$ cat config.mk
export PLATFORM = sky130hd
export DESIGN_NAME = dma_descriptor_builder_flat
export DESIGN_NICKNAME = d
export VERILOG_FILES = /design/src/sv/dmadb_pkg.sv /design/src/sv/dmadb_seg_if.sv /design/src/sv/dmadb_entry_if.sv /design/src/sv/dma_descriptor_builder.sv /design/src/sv/dmadb_build.sv /design/src/sv/dmadb_result_buf.sv /design/src/flat_wrapper.sv
export SDC_FILE = /design/constraint.sdc
export NUM_CORES = 1
export LEC_CHECK = 0
export BUFFER_PORTS_ARGS = -buffer_cell sky130_fd_sc_hd__buf_2
export CORE_MARGIN = 3
export CORE_UTILIZATION = 57
export CTS_CLUSTER_DIAMETER = 120
export DETAILED_ROUTE_END_ITERATION = 16
export GPL_TIMING_DRIVEN = 1
export HOLD_SLACK_MARGIN = 0.15
export PLACE_DENSITY_LB_ADDON = 0.1
export SLEW_MARGIN = 0
export SYNTH_ARGS = -nofsm -noshare
export SYNTH_HDL_FRONTEND = slang
export SYNTH_SLANG_ARGS = --single-unit
$ cat constraint.sdc
create_clock -name i_clk -period 8.5 [get_ports i_clk]
set_input_delay 1.7 -clock i_clk [delete_from_list [all_inputs] [get_ports i_clk]]
set_output_delay 1.7 -clock i_clk [all_outputs]
set_load 0.1 [all_outputs]
$ cat src/sv/dmadb_pkg.sv
// Types and constants shared by the descriptor builder files.
`timescale 1ns / 1ps
package dmadb_pkg;

    localparam int unsigned MaxResults = 4;
    localparam int unsigned ResIdxW    = 2;
    localparam int unsigned ResCntW    = 3;
    localparam int unsigned MaxChunks  = 3;

    localparam logic [17:0] WindowBytes  = 18'h10000;
    localparam logic [15:0] WindowMask   = 16'hffff;
    localparam logic [17:0] HardSegLimit = 18'd131072;

    typedef enum logic [1:0] {
        ST_DESC     = 2'd0,
        ST_OVERFLOW = 2'd1,
        ST_EMPTY    = 2'd2
    } t_status;

    typedef struct packed {
        logic [31:0] seg_addr;
        logic [17:0] seg_bytes;
        logic        seg_last;
    } t_seg;

    typedef struct packed {
        logic [31:0] entry_addr;
        logic [16:0] entry_bytes;
        logic        end_of_table;
        t_status     status;
        logic        run_last;
    } t_res;

    typedef struct packed {
        logic [31:0] open_start;
        logic [16:0] open_len;
        logic [31:0] open_end;
        logic        open_valid;
        logic        open_sealed;
        logic        req_failed;
    } t_state;

endpackage

$ cat src/sv/dmadb_seg_if.sv
// Segment input channel: valid/ready handshake with segment payload.
`timescale 1ns / 1ps
interface dmadb_seg_if;
    logic        valid;
    logic        ready;
    logic [31:0] seg_addr;
    logic [17:0] seg_bytes;
    logic        seg_last;

    modport source (output valid, output seg_addr, output seg_bytes, output seg_last,
                    input ready);
    modport sink   (input valid, input seg_addr, input seg_bytes, input seg_last,
                    output ready);
endinterface

$ cat src/sv/dmadb_entry_if.sv
// Descriptor result channel: valid/ready handshake with result payload.
`timescale 1ns / 1ps
interface dmadb_entry_if;
    logic        valid;
    logic        ready;
    logic [31:0] entry_addr;
    logic [16:0] entry_bytes;
    logic        end_of_table;
    logic [1:0]  status;
    logic        run_last;

    modport source (output valid, output entry_addr, output entry_bytes,
                    output end_of_table, output status, output run_last, input ready);
    modport sink   (input valid, input entry_addr, input entry_bytes,
                    input end_of_table, input status, input run_last, output ready);
endinterface

$ cat src/sv/dma_descriptor_builder.sv
// Path: an accepted segment is registered in the input stage, then its results are loaded
// into the result buffer once that is free, and are offered from there.
// Throughput: one result per cycle on the single result port while the sink is ready.
// A new segment is taken while the previous one's last result is being handed over.
// Reset: synchronous, active low; clears the open descriptor, entry count and buffer occupancy.
// Top level of the scatter-gather descriptor builder.
`timescale 1ns / 1ps
module dma_descriptor_builder #(
    parameter int unsigned TABLE_ENTRIES     = 256,
    parameter int unsigned MAX_SEGMENT_BYTES = 131072
) (
    input  logic         i_clk,
    input  logic         i_rst_n,
    dmadb_seg_if.sink    i_seg,
    dmadb_entry_if.source o_entry
);
    import dmadb_pkg::*;

    localparam int unsigned UsedW = $clog2(TABLE_ENTRIES);

    t_seg                  r_in;
    logic                  r_in_valid;
    t_state                r_state;
    logic [UsedW-1:0]      r_used;

    t_state                n_state;
    logic [UsedW-1:0]      n_used;
    t_res [MaxResults-1:0] res;
    logic [ResCntW-1:0]    res_count;
    logic                  buf_free;
    logic                  consume;
    logic                  in_take;

    assign consume     = r_in_valid && buf_free;
    assign i_seg.ready = !r_in_valid || buf_free;
    assign in_take     = i_seg.valid && i_seg.ready;

    always_ff @(posedge i_clk) begin
        if (in_take) begin
            r_in <= '{seg_addr: i_seg.seg_addr, seg_bytes: i_seg.seg_bytes,
                      seg_last: i_seg.seg_last};
        end
    end

    always_ff @(posedge i_clk) begin
        if (!i_rst_n) begin
            r_in_valid <= 1'b0;
            r_state    <= '0;
            r_used     <= '0;
        end else begin
            if (in_take) begin
                r_in_valid <= 1'b1;
            end else if (consume) begin
                r_in_valid <= 1'b0;
            end
            if (consume) begin
                r_state <= n_state;
                r_used  <= n_used;
            end
        end
    end

    dmadb_build #(
        .TABLE_ENTRIES     (TABLE_ENTRIES),
        .MAX_SEGMENT_BYTES (MAX_SEGMENT_BYTES),
        .UsedW             (UsedW)
    ) u_build (
        .i_seg   (r_in),
        .i_state (r_state),
        .i_used  (r_used),
        .o_res   (res),
        .o_count (res_count),
        .o_state (n_state),
        .o_used  (n_used)
    );

    dmadb_result_buf u_result_buf (
        .i_clk   (i_clk),
        .i_rst_n (i_rst_n),
        .i_load  (consume),
        .i_res   (res),
        .i_count (res_count),
        .o_free  (buf_free),
        .o_entry (o_entry)
    );

endmodule

$ cat src/sv/dmadb_build.sv
// Single-pass split/merge of one segment into up to four results and next state.
`timescale 1ns / 1ps
module dmadb_build #(
    parameter int unsigned TABLE_ENTRIES     = 256,
    parameter int unsigned MAX_SEGMENT_BYTES = 131072,
    parameter int unsigned UsedW             = $clog2(TABLE_ENTRIES)
) (
    input  dmadb_pkg::t_seg                            i_seg,
    input  dmadb_pkg::t_state                          i_state,
    input  logic [UsedW-1:0]                           i_used,
    output dmadb_pkg::t_res [dmadb_pkg::MaxResults-1:0] o_res,
    output logic [dmadb_pkg::ResCntW-1:0]              o_count,
    output dmadb_pkg::t_state                          o_state,
    output logic [UsedW-1:0]                           o_used
);
    import dmadb_pkg::*;

    localparam logic [17:0] SegLimit = (MAX_SEGMENT_BYTES < 131072) ?
                                       18'(MAX_SEGMENT_BYTES) : HardSegLimit;
    localparam logic [UsedW-1:0] UsedLimit = UsedW'(TABLE_ENTRIES - 1);

    logic [17:0] rem;
    logic [17:0] room;
    logic [17:0] rem2;
    logic        one_chunk;
    logic        two_chunk;
    logic [1:0]  n_chunks;
    logic [31:0] c_addr [MaxChunks];
    logic [16:0] c_take [MaxChunks];

    // chunk boundaries: first partial window, then at most one full and one tail
    always_comb begin
        rem       = (i_seg.seg_bytes > SegLimit) ? SegLimit : i_seg.seg_bytes;
        room      = WindowBytes - {2'b00, i_seg.seg_addr[15:0]};
        one_chunk = rem <= room;
        rem2      = rem - room;
        two_chunk = rem2 <= WindowBytes;
        c_addr[0] = i_seg.seg_addr;
        c_addr[1] = {i_seg.seg_addr[31:16] + 16'd1, 16'h0000};
        c_addr[2] = {i_seg.seg_addr[31:16] + 16'd2, 16'h0000};
        c_take[0] = one_chunk ? rem[16:0] : room[16:0];
        c_take[1] = two_chunk ? rem2[16:0] : WindowBytes[16:0];
        c_take[2] = 17'(rem2 - WindowBytes);
        if (rem == 18'd0) begin
            n_chunks = 2'd0;
        end else if (one_chunk) begin
            n_chunks = 2'd1;
        end else if (two_chunk) begin
            n_chunks = 2'd2;
        end else begin
            n_chunks = 2'd3;
        end
    end

    always_comb begin
        t_state                         st;
        logic [UsedW-1:0]               used;
        logic [ResCntW-1:0]             cnt;
        t_res [MaxResults-1:0]          res;

        st   = i_state;
        used = i_used;
        cnt  = '0;
        res  = '0;

        if (!st.req_failed) begin
            if (rem == 18'd0 && st.open_valid && i_seg.seg_addr != st.open_end) begin
                st.open_sealed = 1'b1;
            end
            for (int k = 0; k < MaxChunks; k++) begin
                if (2'(k) < n_chunks && !st.req_failed) begin
                    if (k == 0 && st.open_valid && !st.open_sealed &&
                        i_seg.seg_addr == st.open_end &&
                        (st.open_end[15:0] & WindowMask) != 16'h0000) begin
                        st.open_len = st.open_len + c_take[k];
                    end else if (used >= UsedLimit) begin
                        st.open_valid = 1'b0;
                        st.req_failed = 1'b1;
                        res[cnt[ResIdxW-1:0]] = '{entry_addr: '0, entry_bytes: '0,
                                                  end_of_table: 1'b0,
                                                  status: ST_OVERFLOW, run_last: 1'b0};
                        cnt = cnt + 3'd1;
                    end else begin
                        if (st.open_valid) begin
                            res[cnt[ResIdxW-1:0]] = '{entry_addr: st.open_start,
                                                      entry_bytes: st.open_len,
                                                      end_of_table: 1'b0,
                                                      status: ST_DESC, run_last: 1'b0};
                            cnt = cnt + 3'd1;
                        end
                        used           = used + UsedW'(1);
                        st.open_start  = c_addr[k];
                        st.open_len    = c_take[k];
                        st.open_valid  = 1'b1;
                        st.open_sealed = 1'b0;
                    end
                end
            end
            st.open_end = st.open_start + 32'(st.open_len);
        end

        if (i_seg.seg_last) begin
            if (!st.req_failed) begin
                if (st.open_valid) begin
                    res[cnt[ResIdxW-1:0]] = '{entry_addr: st.open_start,
                                              entry_bytes: st.open_len,
                                              end_of_table: 1'b1,
                                              status: ST_DESC, run_last: 1'b0};
                end else begin
                    res[cnt[ResIdxW-1:0]] = '{entry_addr: '0, entry_bytes: '0,
                                              end_of_table: 1'b0,
                                              status: ST_EMPTY, run_last: 1'b0};
                end
                cnt = cnt + 3'd1;
            end
            st   = '0;
            used = '0;
        end

        if (cnt != '0) begin
            res[ResIdxW'(cnt - 3'd1)].run_last = 1'b1;
        end

        o_res   = res;
        o_count = cnt;
        o_state = st;
        o_used  = used;
    end

endmodule

$ cat src/sv/dmadb_result_buf.sv
// Result buffer: holds one segment's results and drains them one per cycle while the sink is ready.
`timescale 1ns / 1ps
module dmadb_result_buf (
    input  logic                                       i_clk,
    input  logic                                       i_rst_n,
    input  logic                                       i_load,
    input  dmadb_pkg::t_res [dmadb_pkg::MaxResults-1:0] i_res,
    input  logic [dmadb_pkg::ResCntW-1:0]              i_count,
    output logic                                       o_free,
    dmadb_entry_if.source                              o_entry
);
    import dmadb_pkg::*;

    t_res [MaxResults-1:0] r_res;
    logic [ResCntW-1:0]    r_left;
    logic [ResIdxW-1:0]    r_idx;
    logic                  take;
    t_res                  cur;

    assign take   = o_entry.valid && o_entry.ready;
    assign o_free = (r_left == '0) || (r_left == 3'd1 && take);
    assign cur    = r_res[r_idx];

    assign o_entry.valid        = r_left != '0;
    assign o_entry.entry_addr   = cur.entry_addr;
    assign o_entry.entry_bytes  = cur.entry_bytes;
    assign o_entry.end_of_table = cur.end_of_table;
    assign o_entry.status       = cur.status;
    assign o_entry.run_last     = cur.run_last;

    always_ff @(posedge i_clk) begin
        if (i_load) begin
            r_res <= i_res;
        end
    end

    always_ff @(posedge i_clk) begin
        if (!i_rst_n) begin
            r_left <= '0;
            r_idx  <= '0;
        end else if (i_load) begin
            r_left <= i_count;
            r_idx  <= '0;
        end else if (take) begin
            r_left <= r_left - 3'd1;
            r_idx  <= r_idx + 2'd1;
        end
    end

endmodule

$ cat src/flat_wrapper.sv
// flat-port wrapper written by rule: the top's interface ports become plain ports
module dma_descriptor_builder_flat import dmadb_pkg::*;
#(
    parameter int unsigned TABLE_ENTRIES     = 256,
    parameter int unsigned MAX_SEGMENT_BYTES = 131072
)
  (i_clk, i_rst_n, i_seg_valid, i_seg_seg_addr, i_seg_seg_bytes, i_seg_seg_last, i_seg_ready, o_entry_valid, o_entry_entry_addr, o_entry_entry_bytes, o_entry_end_of_table, o_entry_status, o_entry_run_last, o_entry_ready);
  dmadb_seg_if i_seg_i ();
  dmadb_entry_if o_entry_i ();
  input  logic i_clk;
  input  logic i_rst_n;
  input wire logic [$bits(i_seg_i.valid)-1:0] i_seg_valid;
  input wire logic [$bits(i_seg_i.seg_addr)-1:0] i_seg_seg_addr;
  input wire logic [$bits(i_seg_i.seg_bytes)-1:0] i_seg_seg_bytes;
  input wire logic [$bits(i_seg_i.seg_last)-1:0] i_seg_seg_last;
  output wire logic [$bits(i_seg_i.ready)-1:0] i_seg_ready;
  output wire logic [$bits(o_entry_i.valid)-1:0] o_entry_valid;
  output wire logic [$bits(o_entry_i.entry_addr)-1:0] o_entry_entry_addr;
  output wire logic [$bits(o_entry_i.entry_bytes)-1:0] o_entry_entry_bytes;
  output wire logic [$bits(o_entry_i.end_of_table)-1:0] o_entry_end_of_table;
  output wire logic [$bits(o_entry_i.status)-1:0] o_entry_status;
  output wire logic [$bits(o_entry_i.run_last)-1:0] o_entry_run_last;
  input wire logic [$bits(o_entry_i.ready)-1:0] o_entry_ready;
  assign i_seg_i.valid = i_seg_valid;
  assign i_seg_i.seg_addr = i_seg_seg_addr;
  assign i_seg_i.seg_bytes = i_seg_seg_bytes;
  assign i_seg_i.seg_last = i_seg_seg_last;
  assign i_seg_ready = i_seg_i.ready;
  assign o_entry_valid = o_entry_i.valid;
  assign o_entry_entry_addr = o_entry_i.entry_addr;
  assign o_entry_entry_bytes = o_entry_i.entry_bytes;
  assign o_entry_end_of_table = o_entry_i.end_of_table;
  assign o_entry_status = o_entry_i.status;
  assign o_entry_run_last = o_entry_i.run_last;
  assign o_entry_i.ready = o_entry_ready;
  dma_descriptor_builder #(.TABLE_ENTRIES(TABLE_ENTRIES), .MAX_SEGMENT_BYTES(MAX_SEGMENT_BYTES)) u_core (.i_clk(i_clk), .i_rst_n(i_rst_n), .i_seg(i_seg_i), .o_entry(o_entry_i));
endmodule
* After elaboration in Yosys (flattened, before gate mapping)
Index checks and enable logic that the tools add are counted.
Word-level totals: word-level logic and storage cells 210, output and inout port bits 55, input port bits 55, register bits after elaboration 361
Cells by class: $lt $le $gt $ge 18, reduce and logical (&&, ||, !) cells 32, $add $sub $neg 16, multiplexer cells 97, bitwise logic cells 10, eq/ne operators 4
Operator list (number):
- $mux W212 | 12
- $bwmux W212 | 4
- $not A208 Y208 | 3
- $mux W53 | 9
- $mux W49 | 9
- $demux W53 S2 | 4
- $and A208 B208 Y208 | 2
- $and A52 B208 Y208 | 1
- $mux W84 | 2
- $bmux W53 S2 | 1
- $mux W8 | 11
- $mux W3 | 19
- $mux W17 | 3
- $add A32 B17 Y32 | 1
- $eq A32 B32 Y1 | 1
- $mux W32 | 1
- $ne A32 B32 Y1 | 1
- $add A8 B1 Y8 const B | 3
- $ge A8 B8 Y1 const B | 3
- $mux W1 | 19
- $gt A18 B18 Y1 const B | 1
- $le A18 B17 Y1 const B | 1
- $le A18 B18 Y1 | 1
- $logic_not A18 Y1 | 1
- other kinds (30) | 64

* Logic depth before layout (Yosys ltp)
depth in word-level cells 35, gate-level depth with buffers 44, gate-level depth less buffers 39

* Cells and area by module
A second synthesis with hierarchy kept.
Unflattened totals: cells, all modules 2552, area, all modules 24228.2 sq um
Modules (own cells, without submodules):
- dmadb_build | seq. area each 0.0 sq um, cells each 1762, area an instance 10872.9 sq um, instances 1
- dmadb_result_buf | seq. area each 6466.2 sq um, cells each 314, area an instance 7928.9 sq um, instances 1
- dma_descriptor_builder | seq. area each 3393.3 sq um, cells each 476, area an instance 5426.5 sq um, instances 1

* Worst setup path after synthesis
No wires, ideal clock.
path kind register to register, from register u_core.r_in[21] in the netlist's numbering, to register u_core.r_state[34] in the netlist's numbering, slack -680 ps, required time 8380 ps, setup time 120 ps, buffers on the path 5, arrival time 9060 ps, stages on the path, launching flop included 42, clock period less this slack 9180 ps, path through edfxtp_1 buf_6 or4_4 buf_6 nor3_1 nand3_1 or3_1 ha_1 and3_1 a22oi_1 nand3_1 a311oi_1 nor3_4 buf_1 buf_1 nand2_1 o21ai_0 ha_1 [6 not listed] o41ai_1 o21ai_0 a31o_2 mux2_2 a21oi_1 a21oi_1 nor2_1 nor2_1 ha_1 or3_1 a311oi_1 or3_1 buf_1 a2111oi_0 a31oi_1 nor2_1 and3_1 a211o_1
Between the ends: longest elaborated chain between the ends 22, elaborated cells between the ends (all ways) 57, those cells by class 6 x add/sub; 7 x order compare; 2 x eq/ne; 32 x mux; 10 x reduce/logical
RTL lines:
- start, declared | line dma_descriptor_builder.sv:21 | t_seg r_in;
- start signal, assigned | line dma_descriptor_builder.sv:40 | r_in <= '{seg_addr: i_seg.seg_addr, seg_bytes: i_seg.seg_bytes,
- parallel branches: the longest is 17 deep, another holds $sub A17 B16 Y18
- $mux W49 * | line dmadb_build.sv:71 | if (2'(k) < n_chunks && !st.req_failed) begin
- $mux W49 * | line dmadb_build.sv:66 | if (!st.req_failed) begin
- $add A32 B17 Y32 * | line dmadb_build.sv:99 | st.open_end = st.open_start + 32'(st.open_len);
- $mux W84 * | line dmadb_build.sv:66
- $mux W84 * | line dmadb_build.sv:102 | if (i_seg.seg_last) begin
- end signal, assigned | line dma_descriptor_builder.sv:57 | r_state <= n_state;
- end, declared | line dma_descriptor_builder.sv:23 | t_state r_state;
Every way passes the cells marked *. The select of a mux whose other input is x is not followed. A chain may end at the register's enable or synchronous reset.

* Worst setup path in the final report
from register u_core.r_in[24] in the netlist's numbering, to register u_core.r_state[34] in the netlist's numbering
Same word-level chain as after synthesis.

==> out/summary.txt <==
outcome -> finished, final reports clean
Clock Latency Late Sink -> 0.58 ns
top_reg_cell synth -> edfxtp_1
Top delay family on crit path -> simple AND/OR/NAND/NOR gates
synth-to-layout area growth -> 15.3%
register bit total from synthesis -> 361
GRT overflow -> 0
critical path endpoint category -> flop
clock root buffer -> clkbuf_16
Total GRT Usage -> 0.348
critical setup path kind -> reg -> reg
clock period minus worst slack -> 8.38 ns
VDD IR max -> 0.207 mV
Post-synth ARST share -> 0
Seq pwr share -> 0.274
P_leak -> 9.91 nW
Sw Pwr -> 4.66 mW
Buf+Inv Stages, Crit Path -> 2
setup TNS -> 0 ns
Non-Filler Instances -> 2,929
CP max FO -> 5
Compound-Gate Fraction of Synth Area -> 0.181
Core Region -> 0.0382 mm^2
Synth warnings -> 0
crit path max-delay cell type -> or4_4
RSZ-0062 raised after global routing -> true
die area -> 0.0417 mm^2
Top cell by count, worst path -> or3_4
mux cell area share after synthesis -> 0.0908
DP Cell Count -> 2,841
commonest non-fill, non-tap cell in the layout -> edfxtp_1
CTS clk-pin slew, worst paths -> 0.06 ns
io pins -> 110
Critical Path AT -> 8.86 ns
nature of the critical path startpoint -> flop
placer congestion estimate -> 0.983
fin util -> 0.676
PD cells -> 375 mW/mm^2
Mean Syn Cell Area -> 9.99 um^2
HPWL after DPL -> 52.1 mm
remaining antenna violation count -> 0
Pins Over Slew Limit -> 0
max-cap viol count -> 0
H-tree levels -> 2
initial antenna violation count -> 1
pin count of the biggest net entering global routing -> 136
max_slew headroom -> 0.130
clock sinks -> 361
Worst Hold Class -> reg -> reg
most frequent cells in the layout -> 263 x edfxtp_1, 225 x nand2_1, 192 x nor2_1, 153 x buf_4, 109 x buf_2
register area share after synthesis -> 0.441
final hold vios -> 0
Finish-stage setup viols -> 0
Inserted Diodes -> 0
Vias -> 19,500
hold buffers post-CTS -> 0
vias in the first global route -> 18,200
switch share -> 0.481
Routed WL -> 73.8 mm
Pre-Repair DR Iteration Count -> 6
DRC -> 0
1st-iter DRT viols -> 2,610
drt via density -> 6.65
synthesized area -> 0.0224 mm^2
TritonCTS Buffers -> 40
Clock Skews -> 0.0270 ns
Die W -> 204 um
Yosys cell types -> 103
wire per inst -> 25.2 um
period utilization -> 0.986
Rows -> 71
first-pass GRT wire length -> 111 mm
layout cells sized above 1 -> 0.210
simple-gate share of the synthesized area -> 0.151
Required @ worst endpoint -> 8.97 ns
Net count, final -> 2,512
initial core utilization -> 0.586
PortBufs -> 109
xor/xnor share of the synthesized area -> 0.0542
combinational fraction of design power -> 0.545
CTS max path bufs -> 3
number of synthesized flops with an enable pin -> 263
synthesized-area fraction occupied by adder cells -> 0.0407
Synth Instances -> 2,241
Syn Nets -> 2,367
largest family of logic cells by synthesized area -> compound AO/OA/AOI/OAI gates
Clk network pwr share -> 0.181
CTS tree -> built
CP peak stage delay -> 0.58 ns
Die Y -> 204 um
Tightest Pin Transition -> 1.30 ns
Internal -> 5.03 mW
fmax -> 119 MHz
## cell usage after synthesis, types with 58 or more instances
| cell type | instances | area [um^2] |
|---|---|---|
| xor2_1 | 73 | 639 |
| mux2i_1 | 66 | 661 |
| clkbuf_1 | 87 | 327 |
| xnor2_1 | 61 | 534 |
| nand2_1 | 226 | 848 |
| edfxtp_1 | 263 | 7900 |
| nor2_1 | 196 | 736 |
| o21ai_0 | 89 | 445 |
| o21ai_1 | 70 | 350 |
| o22ai_1 | 107 | 669 |
| dfxtp_1 | 98 | 1960 |
| inv_1 | 58 | 218 |
| ha_1 | 68 | 851 |
| a21oi_1 | 91 | 455 |
## metal layers
metal	vias to the layer above	wire length, um	track usage
met2	1269	31600	0.504
met1	9388	30700	0.523
li1	8719	-	-
met3	111	9800	0.0863
met5	-	55	0.0119
met4	4	1680	0.0929
## tightest hold or removal path: stages (launching register included)
cell	delay (ns)
dfxtp_1	0.32
nand2_1	0.05
o21ai_1	0.05
## registers in the layout, summed over array words and instances, names as in the netlist
register and flops:
u_core.u_result_buf.r_left 3, u_core.r_state 84, u_core.u_result_buf.r_res 212, u_core.r_in_valid 1, u_core.r_used 8, u_core.r_in 51
u_core.u_result_buf.r_idx 2
## final cells by class
cell class                 instances  area, um^2
inverter                          58         225
tap                              511         639
fill                            3023       12400
timing repair buffer             266        1750
clock inverter                    22         230
clock buffer                      52        1080
multi-input combinational       1659       12000
sequential                       361        9870
## repair_timing
action,4_1_cts,5_1_grt
pin swaps,2,35
setup endpoints to repair,6,12
setup buffers,0,14
gates resized for setup,3,68
## path summary, 6_finish.rpt
check,start,end,slack (ns),cells after the start
setup / recovery,u_core.r_in[24],u_core.r_state[34],0.12,38
hold reg to reg,u_core.r_state[31],u_core.r_state[31],0.46,2
setup reg to reg,u_core.r_in[24],u_core.r_state[34],0.12,38
hold / removal,u_core.r_state[31],u_core.r_state[31],0.46,2
## power by group through the flow
stage / sequential (mW) / clock (mW) / combinational (mW)
3_5_place_dp: 2.68 / 0 / 5.01
3_3_place_gp: 2.65 / 0 / 4.96
5_1_grt: 2.69 / 1.84 / 5.55
4_1_cts: 2.65 / 1.76 / 5.04
6_report: 2.65 / 1.75 / 5.28
2_1_floorplan: 2.61 / 0 / 3.73
## per-stage QoR
stage                     power [mW]  cell area, um^2  hold slack (ns)  setup WS (ns)
after floorplan                 6.34            22400            0.437        -0.0624
after global placement          7.62            24100            0.444         0.0255
after detailed placement        7.69            24100            0.456        -0.0667
after CTS                       9.45            25400            0.464         0.0574
after global routing            10.1            25800            0.485         -0.160
final                           9.68            25800            0.463          0.116
## cells by family after synthesis
logic type / after synthesis
compound gates: 613
xor+xnor: 136
fa+ha+maj: 71
buf+inv: 221
flops: 361
mux: 134
simple gates: 705
Note: power is estimated with default switching activity, not from simulation.
